File: config.mk
export PLATFORM = sky130hd
export DESIGN_NAME = cobs_frame_receiver
export DESIGN_NICKNAME = d
export VERILOG_FILES = /design/src/design/cfr_pkg.sv /design/src/design/cfr_front.sv /design/src/design/cfr_queue.sv /design/src/design/cfr_back.sv /design/src/design/cobs_frame_receiver.sv
export SDC_FILE = /design/constraint.sdc
export NUM_CORES = 1
export LEC_CHECK = 0
export BUFFER_PORTS_ARGS = -buffer_cell sky130_fd_sc_hd__buf_2
export CAP_MARGIN = 5
export CORE_ASPECT_RATIO = 1.25
export CORE_MARGIN = 3
export CORE_UTILIZATION = 62
export CTS_BUF_LIST = sky130_fd_sc_hd__clkbuf_2 sky130_fd_sc_hd__clkbuf_4 sky130_fd_sc_hd__clkbuf_8
export DETAILED_ROUTE_END_ITERATION = 8
export HOLD_SLACK_MARGIN = 0.1
export PLACE_DENSITY = 0.82
export REMOVE_ABC_BUFFERS = 1
export SLEW_MARGIN = 5
export SYNTH_ARGS = -nofsm -noshare
export SYNTH_HDL_FRONTEND = slang
export SYNTH_SLANG_ARGS = --single-unit
export TNS_END_PERCENT = 10
File: constraint.sdc
create_clock -name clk_i -period 5.57 [get_ports clk_i]
set_clock_uncertainty 0.05 [all_clocks]
set_input_delay 0.557 -clock clk_i [delete_from_list [all_inputs] [get_ports clk_i]]
set_output_delay 0.557 -clock clk_i [all_outputs]
set_load 0.02 [all_outputs]
File: src/design/cfr_pkg.sv
// ----------------------------------------------------------------------------
// cfr_pkg
// Shared constants and types of the COBS frame receiver.
// ----------------------------------------------------------------------------
package cfr_pkg;

  localparam int MAX_PAYLOAD = 256;
  localparam int RAW_SLACK   = 8;
  localparam int RAW_LIMIT   = MAX_PAYLOAD + RAW_SLACK;
  localparam int CNT_W       = $clog2(RAW_LIMIT + 1);
  localparam int LEN_W       = 16;
  localparam int CMP_W       = LEN_W + 1;
  localparam int BODY_EXTRA  = 4;

  localparam int QUEUE_DEPTH = 2;
  localparam int QPTR_W      = $clog2(QUEUE_DEPTH);
  localparam int QCNT_W      = $clog2(QUEUE_DEPTH + 1);

  localparam logic [7:0] CODE_FULL = 8'hff;
  localparam logic [7:0] DELIM     = 8'h00;

  localparam logic KIND_PAYLOAD = 1'b0;
  localparam logic KIND_END     = 1'b1;

  typedef enum logic [1:0] {
    EV_DATA,
    EV_END,
    EV_RESTART
  } ev_kind_e;

  typedef enum logic [2:0] {
    ST_OK,
    ST_EMPTY,
    ST_SHORT,
    ST_BAD_LEN,
    ST_BAD_SUM
  } status_e;

  typedef struct packed {
    ev_kind_e   kind;
    logic [7:0] data;
    logic       empty;
  } event_t;

endpackage

File: src/design/cfr_front.sv
// ----------------------------------------------------------------------------
// cfr_front
// Accepts raw link bytes, tracks COBS groups and raw length, and turns its
// bytes into decoded-body events for the back end.
// ----------------------------------------------------------------------------
module cfr_front (
  input  logic           clk_i,
  input  logic           rst_ni,
  input  logic           in_valid_i,
  output logic           in_stall_o,
  input  logic [7:0]     raw_byte_i,
  input  logic           q_full_i,
  output logic           push_o,
  output cfr_pkg::event_t push_ev_o
);
  import cfr_pkg::*;

  logic [CNT_W-1:0] raw_cnt_q, raw_cnt_d;
  logic [7:0]       group_q, group_d;
  logic             last_full_q, last_full_d;
  logic             accept;

  assign in_stall_o = q_full_i;
  assign accept     = in_valid_i && !q_full_i;

  always_comb begin
    raw_cnt_d       = raw_cnt_q;
    group_d         = group_q;
    last_full_d     = last_full_q;
    push_o          = 1'b0;
    push_ev_o.kind  = EV_DATA;
    push_ev_o.data  = raw_byte_i;
    push_ev_o.empty = (raw_cnt_q == '0);
    if (accept) begin
      if (raw_byte_i == DELIM) begin
        push_o         = 1'b1;
        push_ev_o.kind = EV_END;
        raw_cnt_d      = '0;
        group_d        = '0;
        last_full_d    = 1'b1;
      end else if (raw_cnt_q >= CNT_W'(RAW_LIMIT)) begin
        push_o         = 1'b1;
        push_ev_o.kind = EV_RESTART;
        raw_cnt_d      = '0;
        group_d        = '0;
        last_full_d    = 1'b1;
      end else begin
        raw_cnt_d = raw_cnt_q + CNT_W'(1);
        if (group_q != '0) begin
          group_d = group_q - 8'd1;
          push_o  = 1'b1;
        end else begin
          push_o         = !last_full_q;
          push_ev_o.data = 8'h00;
          last_full_d    = (raw_byte_i == CODE_FULL);
          group_d        = raw_byte_i - 8'd1;
        end
      end
    end
  end

  always_ff @(posedge clk_i or negedge rst_ni) begin
    if (!rst_ni) begin
      raw_cnt_q   <= '0;
      group_q     <= '0;
      last_full_q <= 1'b1;
    end else begin
      raw_cnt_q   <= raw_cnt_d;
      group_q     <= group_d;
      last_full_q <= last_full_d;
    end
  end

endmodule

File: src/design/cfr_queue.sv
// ----------------------------------------------------------------------------
// cfr_queue
// Short event queue between the front and back ends.
// ----------------------------------------------------------------------------
module cfr_queue (
  input  logic            clk_i,
  input  logic            rst_ni,
  input  logic            push_i,
  input  cfr_pkg::event_t push_ev_i,
  output logic            full_o,
  input  logic            pop_i,
  output logic            empty_o,
  output cfr_pkg::event_t head_o
);
  import cfr_pkg::*;

  event_t            mem_q [QUEUE_DEPTH];
  logic [QPTR_W-1:0] wr_ptr_q, rd_ptr_q;
  logic [QCNT_W-1:0] cnt_q;
  logic              do_push, do_pop;

  assign full_o  = (cnt_q == QCNT_W'(QUEUE_DEPTH));
  assign empty_o = (cnt_q == '0);
  assign head_o  = mem_q[rd_ptr_q];
  assign do_push = push_i && !full_o;
  assign do_pop  = pop_i && !empty_o;

  always_ff @(posedge clk_i) begin
    if (do_push) begin
      mem_q[wr_ptr_q] <= push_ev_i;
    end
  end

  always_ff @(posedge clk_i or negedge rst_ni) begin
    if (!rst_ni) begin
      wr_ptr_q <= '0;
      rd_ptr_q <= '0;
      cnt_q    <= '0;
    end else begin
      if (do_push) begin
        wr_ptr_q <= (wr_ptr_q == QPTR_W'(QUEUE_DEPTH - 1)) ? '0 : wr_ptr_q + QPTR_W'(1);
      end
      if (do_pop) begin
        rd_ptr_q <= (rd_ptr_q == QPTR_W'(QUEUE_DEPTH - 1)) ? '0 : rd_ptr_q + QPTR_W'(1);
      end
      case ({do_push, do_pop})
        2'b10:   cnt_q <= cnt_q + QCNT_W'(1);
        2'b01:   cnt_q <= cnt_q - QCNT_W'(1);
        default: cnt_q <= cnt_q;
      endcase
    end
  end

endmodule

File: src/design/cfr_back.sv
// ----------------------------------------------------------------------------
// cfr_back
// Consumes decoded-body events: holds header, sums the body, emits payload
// words and frame-end status through a registered output stage.
// ----------------------------------------------------------------------------
module cfr_back (
  input  logic            clk_i,
  input  logic            rst_ni,
  input  logic            empty_i,
  input  cfr_pkg::event_t head_i,
  output logic            pop_o,
  output logic            out_valid_o,
  input  logic            out_stall_i,
  output logic            result_kind_o,
  output logic [7:0]      payload_index_o,
  output logic [7:0]      payload_value_o,
  output logic [2:0]      frame_status_o,
  output logic [7:0]      frame_command_o,
  output logic [15:0]     frame_length_o
);
  import cfr_pkg::*;

  logic [CNT_W-1:0] dec_cnt_q, dec_cnt_d;
  logic [7:0]       cmd_q, cmd_d;
  logic [LEN_W-1:0] len_q, len_d;
  logic [7:0]       run_sum_q, run_sum_d;
  logic [7:0]       rcv_sum_q, rcv_sum_d;

  logic             out_valid_q;
  logic             kind_q, kind_d;
  logic [7:0]       idx_q, idx_d;
  logic [7:0]       val_q, val_d;
  status_e          status_q, status_d;
  logic [7:0]       ocmd_q, ocmd_d;
  logic [LEN_W-1:0] olen_q, olen_d;

  logic             slot_free;
  logic             gen;
  logic [CNT_W-1:0] pos;

  assign slot_free = !out_valid_q || !out_stall_i;
  assign pop_o     = !empty_i && slot_free;
  assign pos       = dec_cnt_q - CNT_W'(3);

  always_comb begin
    dec_cnt_d = dec_cnt_q;
    cmd_d     = cmd_q;
    len_d     = len_q;
    run_sum_d = run_sum_q;
    rcv_sum_d = rcv_sum_q;
    gen       = 1'b0;
    kind_d    = KIND_PAYLOAD;
    idx_d     = '0;
    val_d     = '0;
    status_d  = ST_OK;
    ocmd_d    = '0;
    olen_d    = '0;
    if (pop_o) begin
      unique case (head_i.kind)
        EV_DATA: begin
          run_sum_d = run_sum_q + rcv_sum_q;
          rcv_sum_d = head_i.data;
          dec_cnt_d = dec_cnt_q + CNT_W'(1);
          if (dec_cnt_q == CNT_W'(0)) begin
            cmd_d = head_i.data;
          end else if (dec_cnt_q == CNT_W'(1)) begin
            len_d = {len_q[15:8], head_i.data};
          end else if (dec_cnt_q == CNT_W'(2)) begin
            len_d = {head_i.data, len_q[7:0]};
          end else if ((CMP_W'(pos) < CMP_W'(len_q)) && (pos < CNT_W'(MAX_PAYLOAD))) begin
            gen   = 1'b1;
            idx_d = pos[7:0];
            val_d = head_i.data;
          end
        end
        EV_END: begin
          gen    = 1'b1;
          kind_d = KIND_END;
          ocmd_d = cmd_q;
          olen_d = len_q;
          if (head_i.empty) begin
            status_d = ST_EMPTY;
          end else if (dec_cnt_q < CNT_W'(BODY_EXTRA)) begin
            status_d = ST_SHORT;
          end else if ((len_q > LEN_W'(MAX_PAYLOAD)) ||
                       (CMP_W'(dec_cnt_q) != CMP_W'(len_q) + CMP_W'(BODY_EXTRA))) begin
            status_d = ST_BAD_LEN;
          end else if (run_sum_q != rcv_sum_q) begin
            status_d = ST_BAD_SUM;
          end
          dec_cnt_d = '0;
          cmd_d     = '0;
          len_d     = '0;
          run_sum_d = '0;
          rcv_sum_d = '0;
        end
        EV_RESTART: begin
          dec_cnt_d = '0;
          cmd_d     = '0;
          len_d     = '0;
          run_sum_d = '0;
          rcv_sum_d = '0;
        end
        default: begin
          dec_cnt_d = dec_cnt_q;
        end
      endcase
    end
  end

  always_ff @(posedge clk_i or negedge rst_ni) begin
    if (!rst_ni) begin
      dec_cnt_q   <= '0;
      cmd_q       <= '0;
      len_q       <= '0;
      run_sum_q   <= '0;
      rcv_sum_q   <= '0;
      out_valid_q <= 1'b0;
    end else begin
      dec_cnt_q <= dec_cnt_d;
      cmd_q     <= cmd_d;
      len_q     <= len_d;
      run_sum_q <= run_sum_d;
      rcv_sum_q <= rcv_sum_d;
      if (slot_free) begin
        out_valid_q <= pop_o && gen;
      end
    end
  end

  always_ff @(posedge clk_i) begin
    if (pop_o && gen) begin
      kind_q   <= kind_d;
      idx_q    <= idx_d;
      val_q    <= val_d;
      status_q <= status_d;
      ocmd_q   <= ocmd_d;
      olen_q   <= olen_d;
    end
  end

  assign out_valid_o     = out_valid_q;
  assign result_kind_o   = kind_q;
  assign payload_index_o = idx_q;
  assign payload_value_o = val_q;
  assign frame_status_o  = 3'(status_q);
  assign frame_command_o = ocmd_q;
  assign frame_length_o  = olen_q;

endmodule

File: src/design/cobs_frame_receiver.sv
// ----------------------------------------------------------------------------
// cobs_frame_receiver
// Streaming COBS unstuffer and frame checker: payload words as decoded,
// one status word per delimiter.
// ----------------------------------------------------------------------------
//  channel  handshake                 payload
//  in       in_valid_i / in_stall_o   raw_byte_i
//  out      out_valid_o / out_stall_i result_kind_o, payload_index_o,
//                                     payload_value_o, frame_status_o,
//                                     frame_command_o, frame_length_o
//
//  One raw byte per cycle sustained while in_stall_o is low; a word passes the event queue, then the output register.
//  Front end unstuffs into a two-entry event queue; back end drains it.
//  in_stall_o rises only when the queue is full, i.e. the output stalls.
//  Reset clears all frame state at once; no clearing pass.
// ----------------------------------------------------------------------------
module cobs_frame_receiver (
  input  logic        clk_i,
  input  logic        rst_ni,
  input  logic        in_valid_i,
  output logic        in_stall_o,
  input  logic [7:0]  raw_byte_i,
  output logic        out_valid_o,
  input  logic        out_stall_i,
  output logic        result_kind_o,
  output logic [7:0]  payload_index_o,
  output logic [7:0]  payload_value_o,
  output logic [2:0]  frame_status_o,
  output logic [7:0]  frame_command_o,
  output logic [15:0] frame_length_o
);
  import cfr_pkg::*;

  logic   push, q_full, q_empty, pop;
  event_t push_ev, head_ev;

  cfr_front u_front (
    .clk_i      (clk_i),
    .rst_ni     (rst_ni),
    .in_valid_i (in_valid_i),
    .in_stall_o (in_stall_o),
    .raw_byte_i (raw_byte_i),
    .q_full_i   (q_full),
    .push_o     (push),
    .push_ev_o  (push_ev)
  );

  cfr_queue u_queue (
    .clk_i     (clk_i),
    .rst_ni    (rst_ni),
    .push_i    (push),
    .push_ev_i (push_ev),
    .full_o    (q_full),
    .pop_i     (pop),
    .empty_o   (q_empty),
    .head_o    (head_ev)
  );

  cfr_back u_back (
    .clk_i           (clk_i),
    .rst_ni          (rst_ni),
    .empty_i         (q_empty),
    .head_i          (head_ev),
    .pop_o           (pop),
    .out_valid_o     (out_valid_o),
    .out_stall_i     (out_stall_i),
    .result_kind_o   (result_kind_o),
    .payload_index_o (payload_index_o),
    .payload_value_o (payload_value_o),
    .frame_status_o  (frame_status_o),
    .frame_command_o (frame_command_o),
    .frame_length_o  (frame_length_o)
  );

  a_queue_sane: assert property (@(posedge clk_i) disable iff (!rst_ni)
    !(q_full && q_empty))
    else $error("queue full and empty together");

  a_payload_clean: assert property (@(posedge clk_i) disable iff (!rst_ni)
    (out_valid_o && result_kind_o == KIND_PAYLOAD) |->
      (frame_status_o == 3'(ST_OK) && frame_command_o == 8'h00 &&
       frame_length_o == 16'h0000))
    else $error("payload word carries frame fields");

  a_empty_clean: assert property (@(posedge clk_i) disable iff (!rst_ni)
    (out_valid_o && result_kind_o == KIND_END && frame_status_o == 3'(ST_EMPTY)) |->
      (frame_command_o == 8'h00 && frame_length_o == 16'h0000))
    else $error("empty frame reports header");

  a_out_hold: assert property (@(posedge clk_i) disable iff (!rst_ni)
    (out_valid_o && out_stall_i) |=>
      (out_valid_o && $stable(result_kind_o) && $stable(payload_index_o) &&
       $stable(payload_value_o) && $stable(frame_status_o)))
    else $error("stalled output word changed");

endmodule
Word-level counts from Yosys, hierarchy flattened. Memories as Yosys holds them, arrays and structs flattened. Index checks and enable logic that the tools add are counted.

Bits in registers: 116. Memory bits (writable): 22. Memories kept: 1.

Add/sub/neg operators: 11. $lt $le $gt $ge: 5. Equality and inequality tests: 16. Mux-type cells: 43. Bitwise operators: 4. Reductions and logical operators: 31.

Memories: u_queue.mem_q (depth 2, bits a word 11, rd ports 1, clocked after Yosys merged registers in 0, wr ports 1, RTL line cfr_queue.sv:17) `event_t mem_q [QUEUE_DEPTH];`.

Operators by type and width (count): 2-to-1 mux 8 bit (7); 2-to-1 mux 16 bit (3); case mux 8 bit (2 select lines) (3); case mux 16 bit (2 select lines) (1); adder 9 x 1 -> 9 bit (second input constant) (2); logical NOT 9 bit (2); 2-to-1 mux 1 bit (18); 2-to-1 mux 9 bit (2); case mux 9 bit (2 select lines) (1); adder 16 x 3 -> 17 bit (second input constant) (1); inequality test 9 x 17 -> 1 bit (1); > comparator 16 x 9 -> 1 bit (second input constant) (1); less-than comparator 9 x 16 -> 1 bit (1); subtractor 8 x 1 -> 8 bit (second input constant) (2); 2-to-1 mux 10 bit (1); equality test 9 x 1 -> 1 bit (second input constant) (1); equality test 9 x 2 -> 1 bit (second input constant) (1); greater-or-equal comparator 9 bit (second input constant) (1); less-than comparator 9 x 3 -> 1 bit (second input constant) (1); less-than comparator 9 bit (second input constant) (1); subtractor 9 x 2 -> 9 bit (second input constant) (1); adder 8 bit (1); equality test 8 bit (second input constant) (1); logical NOT 8 bit (1); 28 further kinds (55).

Longest topological paths before layout.
Depth after elaboration: 10. Mapped depth: 13.

Cells and area by module. Synthesis repeated with hierarchy kept, for this count alone.

Cells, all modules: 655. Area, all modules: 7233.2 µm².

By module, submodules not included: cfr_back (instances 1, cells an instance 447, area each 4911.0 µm², sequential area each 2572.5 µm²); cfr_front (instances 1, cells an instance 156, area each 1333.8 µm², sequential area each 451.7 µm²); cfr_queue (instances 1, cells an instance 52, area each 988.4 µm², sequential area each 760.7 µm²).

Least setup slack after synthesis. No wires, ideal clock.

Path type: register to register. Start point: register u_back.dec_cnt_q[2]. End point: register u_back.ocmd_q[0], in the netlist u_back.frame_command_o[0] (enable). Library setup time: 0.402 ns. Data arrival time: 3.666 ns. Data required time: 5.118 ns. Path slack: 1.452 ns. Stages on the path, launching flop included: 14. Buffers on the path: 3. Path through: dfrtp_1 -> buf_6 -> or4_4 -> nor2_1 -> o21ai_0 -> xnor2_1 -> ha_1 -> and3_1 -> nand4_1 -> a21oi_1 -> or4_1 -> buf_2 -> buf_4 -> nand2_1.

Word-level cells in the longest chain between the ends: 10.

Ends and longest elaborated chain: start, declared (RTL line cfr_back.sv:23) `logic [CNT_W-1:0] dec_cnt_q, dec_cnt_d;`; start signal, assigned (RTL line cfr_back.sv:120) `dec_cnt_q <= dec_cnt_d;`; subtractor 9 x 2 -> 9 bit (*) (RTL line cfr_back.sv:43) `assign pos = dec_cnt_q - CNT_W'(3);`; via u_back.pos[7] (RTL line cfr_back.sv:39) `logic [CNT_W-1:0] pos;`; less-than comparator 9 x 16 -> 1 bit / less-than comparator 9 bit (equally long branches) (RTL line cfr_back.sv:70) `end else if ((CMP_W'(pos) < CMP_W'(len_q)) && (pos < CNT_W'(MAX_PAYLOAD))) begin`; logical AND 1 bit (*) (RTL line cfr_back.sv:70); 2-to-1 mux 1 bit (*) (RTL line cfr_back.sv:70); 2-to-1 mux 1 bit (*) (RTL line cfr_back.sv:68) `end else if (dec_cnt_q == CNT_W'(2)) begin`; 2-to-1 mux 1 bit (*) (RTL line cfr_back.sv:66) `end else if (dec_cnt_q == CNT_W'(1)) begin`; 2-to-1 mux 1 bit (*) (RTL line cfr_back.sv:64) `if (dec_cnt_q == CNT_W'(0)) begin`; case mux 1 bit (2 select lines) (*) (RTL line cfr_back.sv:59) `unique case (head_i.kind)`; 2-to-1 mux 1 bit (*) (RTL line cfr_back.sv:58) `if (pop_o) begin`; logical AND 1 bit (*) (RTL line cfr_back.sv:132) `if (pop_o && gen) begin`; end signal, assigned (RTL line cfr_back.sv:137) `ocmd_q <= ocmd_d;`; end, declared (RTL line cfr_back.sv:34) `logic [7:0] ocmd_q, ocmd_d;`.

Mark *: on every way through the listed nets, which the timed path passes. The rest lies on a longest branch. A chain may end at the register's enable or synchronous reset.

Worst setup path after layout.
Start point: register u_back.dec_cnt_q[3]. End point: register u_back.val_q[7], in the netlist u_back.payload_value_o[7] (enable).

Word-level cells in the longest chain between the ends: 10.

Ends and longest elaborated chain: subtractor 9 x 2 -> 9 bit (*) (RTL line cfr_back.sv:43); via u_back.pos[7] (RTL line cfr_back.sv:39); less-than comparator 9 x 16 -> 1 bit / less-than comparator 9 bit (equally long branches) (RTL line cfr_back.sv:70); logical AND 1 bit (*) (RTL line cfr_back.sv:70); 2-to-1 mux 1 bit (*) (RTL line cfr_back.sv:70); 2-to-1 mux 1 bit (*) (RTL line cfr_back.sv:68); 2-to-1 mux 1 bit (*) (RTL line cfr_back.sv:66); 2-to-1 mux 1 bit (*) (RTL line cfr_back.sv:64); case mux 1 bit (2 select lines) (*) (RTL line cfr_back.sv:59); 2-to-1 mux 1 bit (*) (RTL line cfr_back.sv:58); logical AND 1 bit (*) (RTL line cfr_back.sv:132); end signal, assigned (RTL line cfr_back.sv:135) `val_q <= val_d;`; end, declared (RTL line cfr_back.sv:32) `logic [7:0] val_q, val_d;`.

Marks and branches as above.

==> reports/results.ini <==
[status]
outcome = complete, no violations

[sta]
setup_viol = 0
fin_crit_sh_pct = 69.71
fmax_mhz = 257.5
finalHoldViolCount = 0
worstMarginPinSlew_ns = 1.010
grt_setup_unrepaired = false
drv_slew = 0
finalSetupTns_ns = 0
relSlewSlack_pct = 32.43
period_needed_ns = 3.883

[final_layout]
seqCellArea_um2 = 3785
fill_cells = 733
final_cell_mix = 71 x dfrtp_1, 66 x edfxtp_1, 61 x nand2_1
instances_no_fill = 819
fin_nets = 719
final_common_cell = dfrtp_1
multiInputGateArea_um2 = 2728
drive_gt1_share_pct = 15.94
syn_to_final_growth_pct = 11.18
diodes = 0

[floorplanning]
io_pins = 58
dieWidth_um = 99.32
num_rows = 41
die_h_um = 122.7
coreArea_um2 = 10360
dieArea_um2 = 12180
initial_core_util_pct = 65.13

[clock_network]
htreeDepth = 4
cts.sinks = 138
root_buffer = clkbuf_8
worstSkewPairLatency_ns = 0.45
cts.reportedPaths.clkPinSlew_ns = 0.09
cts_resized = 0
cts_tree = built
hold_buffers = 0
clockBufferDepth = 2
cts_made_buffers = 17
postCtsSetupBuffers = 0

[setup_path]
end_kind = flip-flop
ff2ff_setup_slack_ns = 1.69
worst-path-max-fanout = 44
startpoint = u_back.dec_cnt_q[3]$_DFFE_PN0P_
reg2regPathDepth = 10
startpoint_type = flip-flop
arrival_ns = 3.91
path_cells = or4_4 > nor2_1 > o21ai_0 > xnor2_1 > ha_1 > and3_1 > nand4_1 > a21oi_1 > or4_1 > nand2_2
cpPeakStageDelay_ns = 0.76
rr_startpoint = u_back.dec_cnt_q[3]$_DFFE_PN0P_
crit_required_ns = 5.60
regToRegEndpoint = u_back.payload_value_o[7]$_SDFFCE_PP0P_
crit_type = reg2reg
slowest_stage = nand2_2

[grt]
grt_first_pass_wirelength_um = 23490
track_usage_pct = 24.95
grt_pass1_vias = 4754
grt_max_degree = 73
gr-total-overflow = 0
antenna_found_initial = 0

[placed_design]
post-place-cells = 787
dp_hpwl_um = 10340
io_buffer_count = 57
gp_congestion = 0.9110

[route]
drcViolationCount = 0
met2_length_um = 7645
wl_per_cell_um = 17.74
routed_wirelength_um = 14530
first_iter_violations = 286
first_pass_iters = 5
m1WireLength_um = 5749
dr.max_layer_used = met4
vias_per_cell = 6.032
vias = 4940
antenna_left = 0
wl_met3_um = 710

[synthesis]
synth_flop_cell = dfrtp_1
ys_ff_latch = 138
synth_area_um2 = 6749
ys_types = 57
synth_edf_count = 66
ys_seq_area_share_pct = 56.08
async_reset_ff_share_pct = 52.17
yosysWarningCount = 0
avgSynthCellArea_um2 = 10.82
syn_inst = 624

[min_path]
worstHoldPathType = in2async

[power]
peakVddDrop_v = 0.0003849
power_density_nw_per_um2 = 595.2
power_leakage_nw = 3.235

[flow_run]
cap_violations = 0

==> worst max path at each step <==
stage	end	slack [ns]
2_1_floorplan	u_back.frame_command_o[0]$_SDFFCE_PN0P_	1.39
3_3_place_gp	u_back.payload_value_o[4]$_SDFFCE_PP0P_	1.81
3_5_place_dp	u_back.payload_value_o[6]$_SDFFCE_PP0P_	1.68
4_1_cts	u_back.frame_command_o[1]$_SDFFCE_PN0P_	1.67
5_1_grt	u_back.payload_value_o[1]$_SDFFCE_PP0P_	1.44
6_report	u_back.payload_value_o[7]$_SDFFCE_PP0P_	1.69
==> synthesized netlist by cell type, drive strengths merged, types with 2 or more instances <==
cell	number	area (um2)
o22ai	3	18.77
or4	5	41.29
buf	8	47.54
xor2	10	87.58
o21ai	54	270.3
xnor2	20	175.2
nand2	63	239.0
a31oi	11	68.82
o2bb2ai	2	17.52
a21oi	16	95.10
clkbuf	18	67.56
nand3	19	95.09
and2	4	25.02
nand2b	6	37.54
nor4	7	58.81
o31ai	5	37.54
ha	29	362.9
mux2	8	90.09
nor2b	14	87.58
o21a	3	22.52
a211oi	4	35.03
a41oi	2	17.52
or3	4	25.02
mux2i	12	120.1
a22o	12	105.1
and3	18	112.6
a21o	2	15.01
nor2	60	225.2
inv	33	123.9
dfrtp	71	1777
nor3	11	55.05
nand4	10	62.56
edfxtp	66	1982
==> cell families after synthesis <==
family / share of synthesized area [%]
AND/OR/NAND/NOR: 16.11
flip-flops: 56.08
AO/OA/AOI/OAI: 11.59
buffers and inverters: 3.541
XOR/XNOR: 3.893
adder cells (fa/ha/maj): 5.673
multiplexers: 3.115
==> stage by stage <==
step / util [%] / hold WS, ns / area [um2] / worst slack [ns] / power (W)
after global placement: 68.57 / 0.4149 / 7106 / 1.806 / 0.003553
final: 72.41 / 0.2410 / 7503 / 1.687 / 0.004466
after floorplan: - / 0.2114 / 6634 / 1.393 / 0.003058
after detailed placement: 68.57 / 0.4272 / 7106 / 1.678 / 0.003644
after CTS: 72.41 / 0.2915 / 7503 / 1.668 / 0.004469
after global routing: 72.41 / 0.3205 / 7503 / 1.445 / 0.004755
==> power breakdown <==
group          internal [W]  switching [W]
clock              0.000385       0.000434
sequential          0.00148       0.000249
combinational      0.000671        0.00124
total               0.00254        0.00193
==> worst max-delay path, delay by kind of cell (launching register included) <==
| kind | cells | cell delay (ns) |
|---|---|---|
| compound gates | 2 | 0.14 |
| xor+xnor | 1 | 0.19 |
| fa+ha+maj | 1 | 0.27 |
| flops | 1 | 0.51 |
| simple gates | 6 | 2.32 |
==> registers in the layout, summed over array words and instances (netlist names), 9 cells and up <==
register / count
u_queue.mem_q: 22
u_front.raw_cnt_q: 9
u_back.len_q: 16
u_back.frame_length_o: 16
u_back.dec_cnt_q: 9
==> cell type report <==
cell class	count	area share [%]
flip-flops and latches	138	50.44
clock buffers	18	3.302
inverters	33	1.651
well taps	129	2.151
clock inverters	14	2.001
repair buffers	60	4.102
multi-input cells	427	36.35
==> layer usage <==
metal  up-vias  track usage, %
met5         -               0
met4         0           10.42
met3        34           5.742
met2       173           44.41
met1      2385           28.91
li1       2348               -
Note: power is estimated with default switching activity, not from simulation.
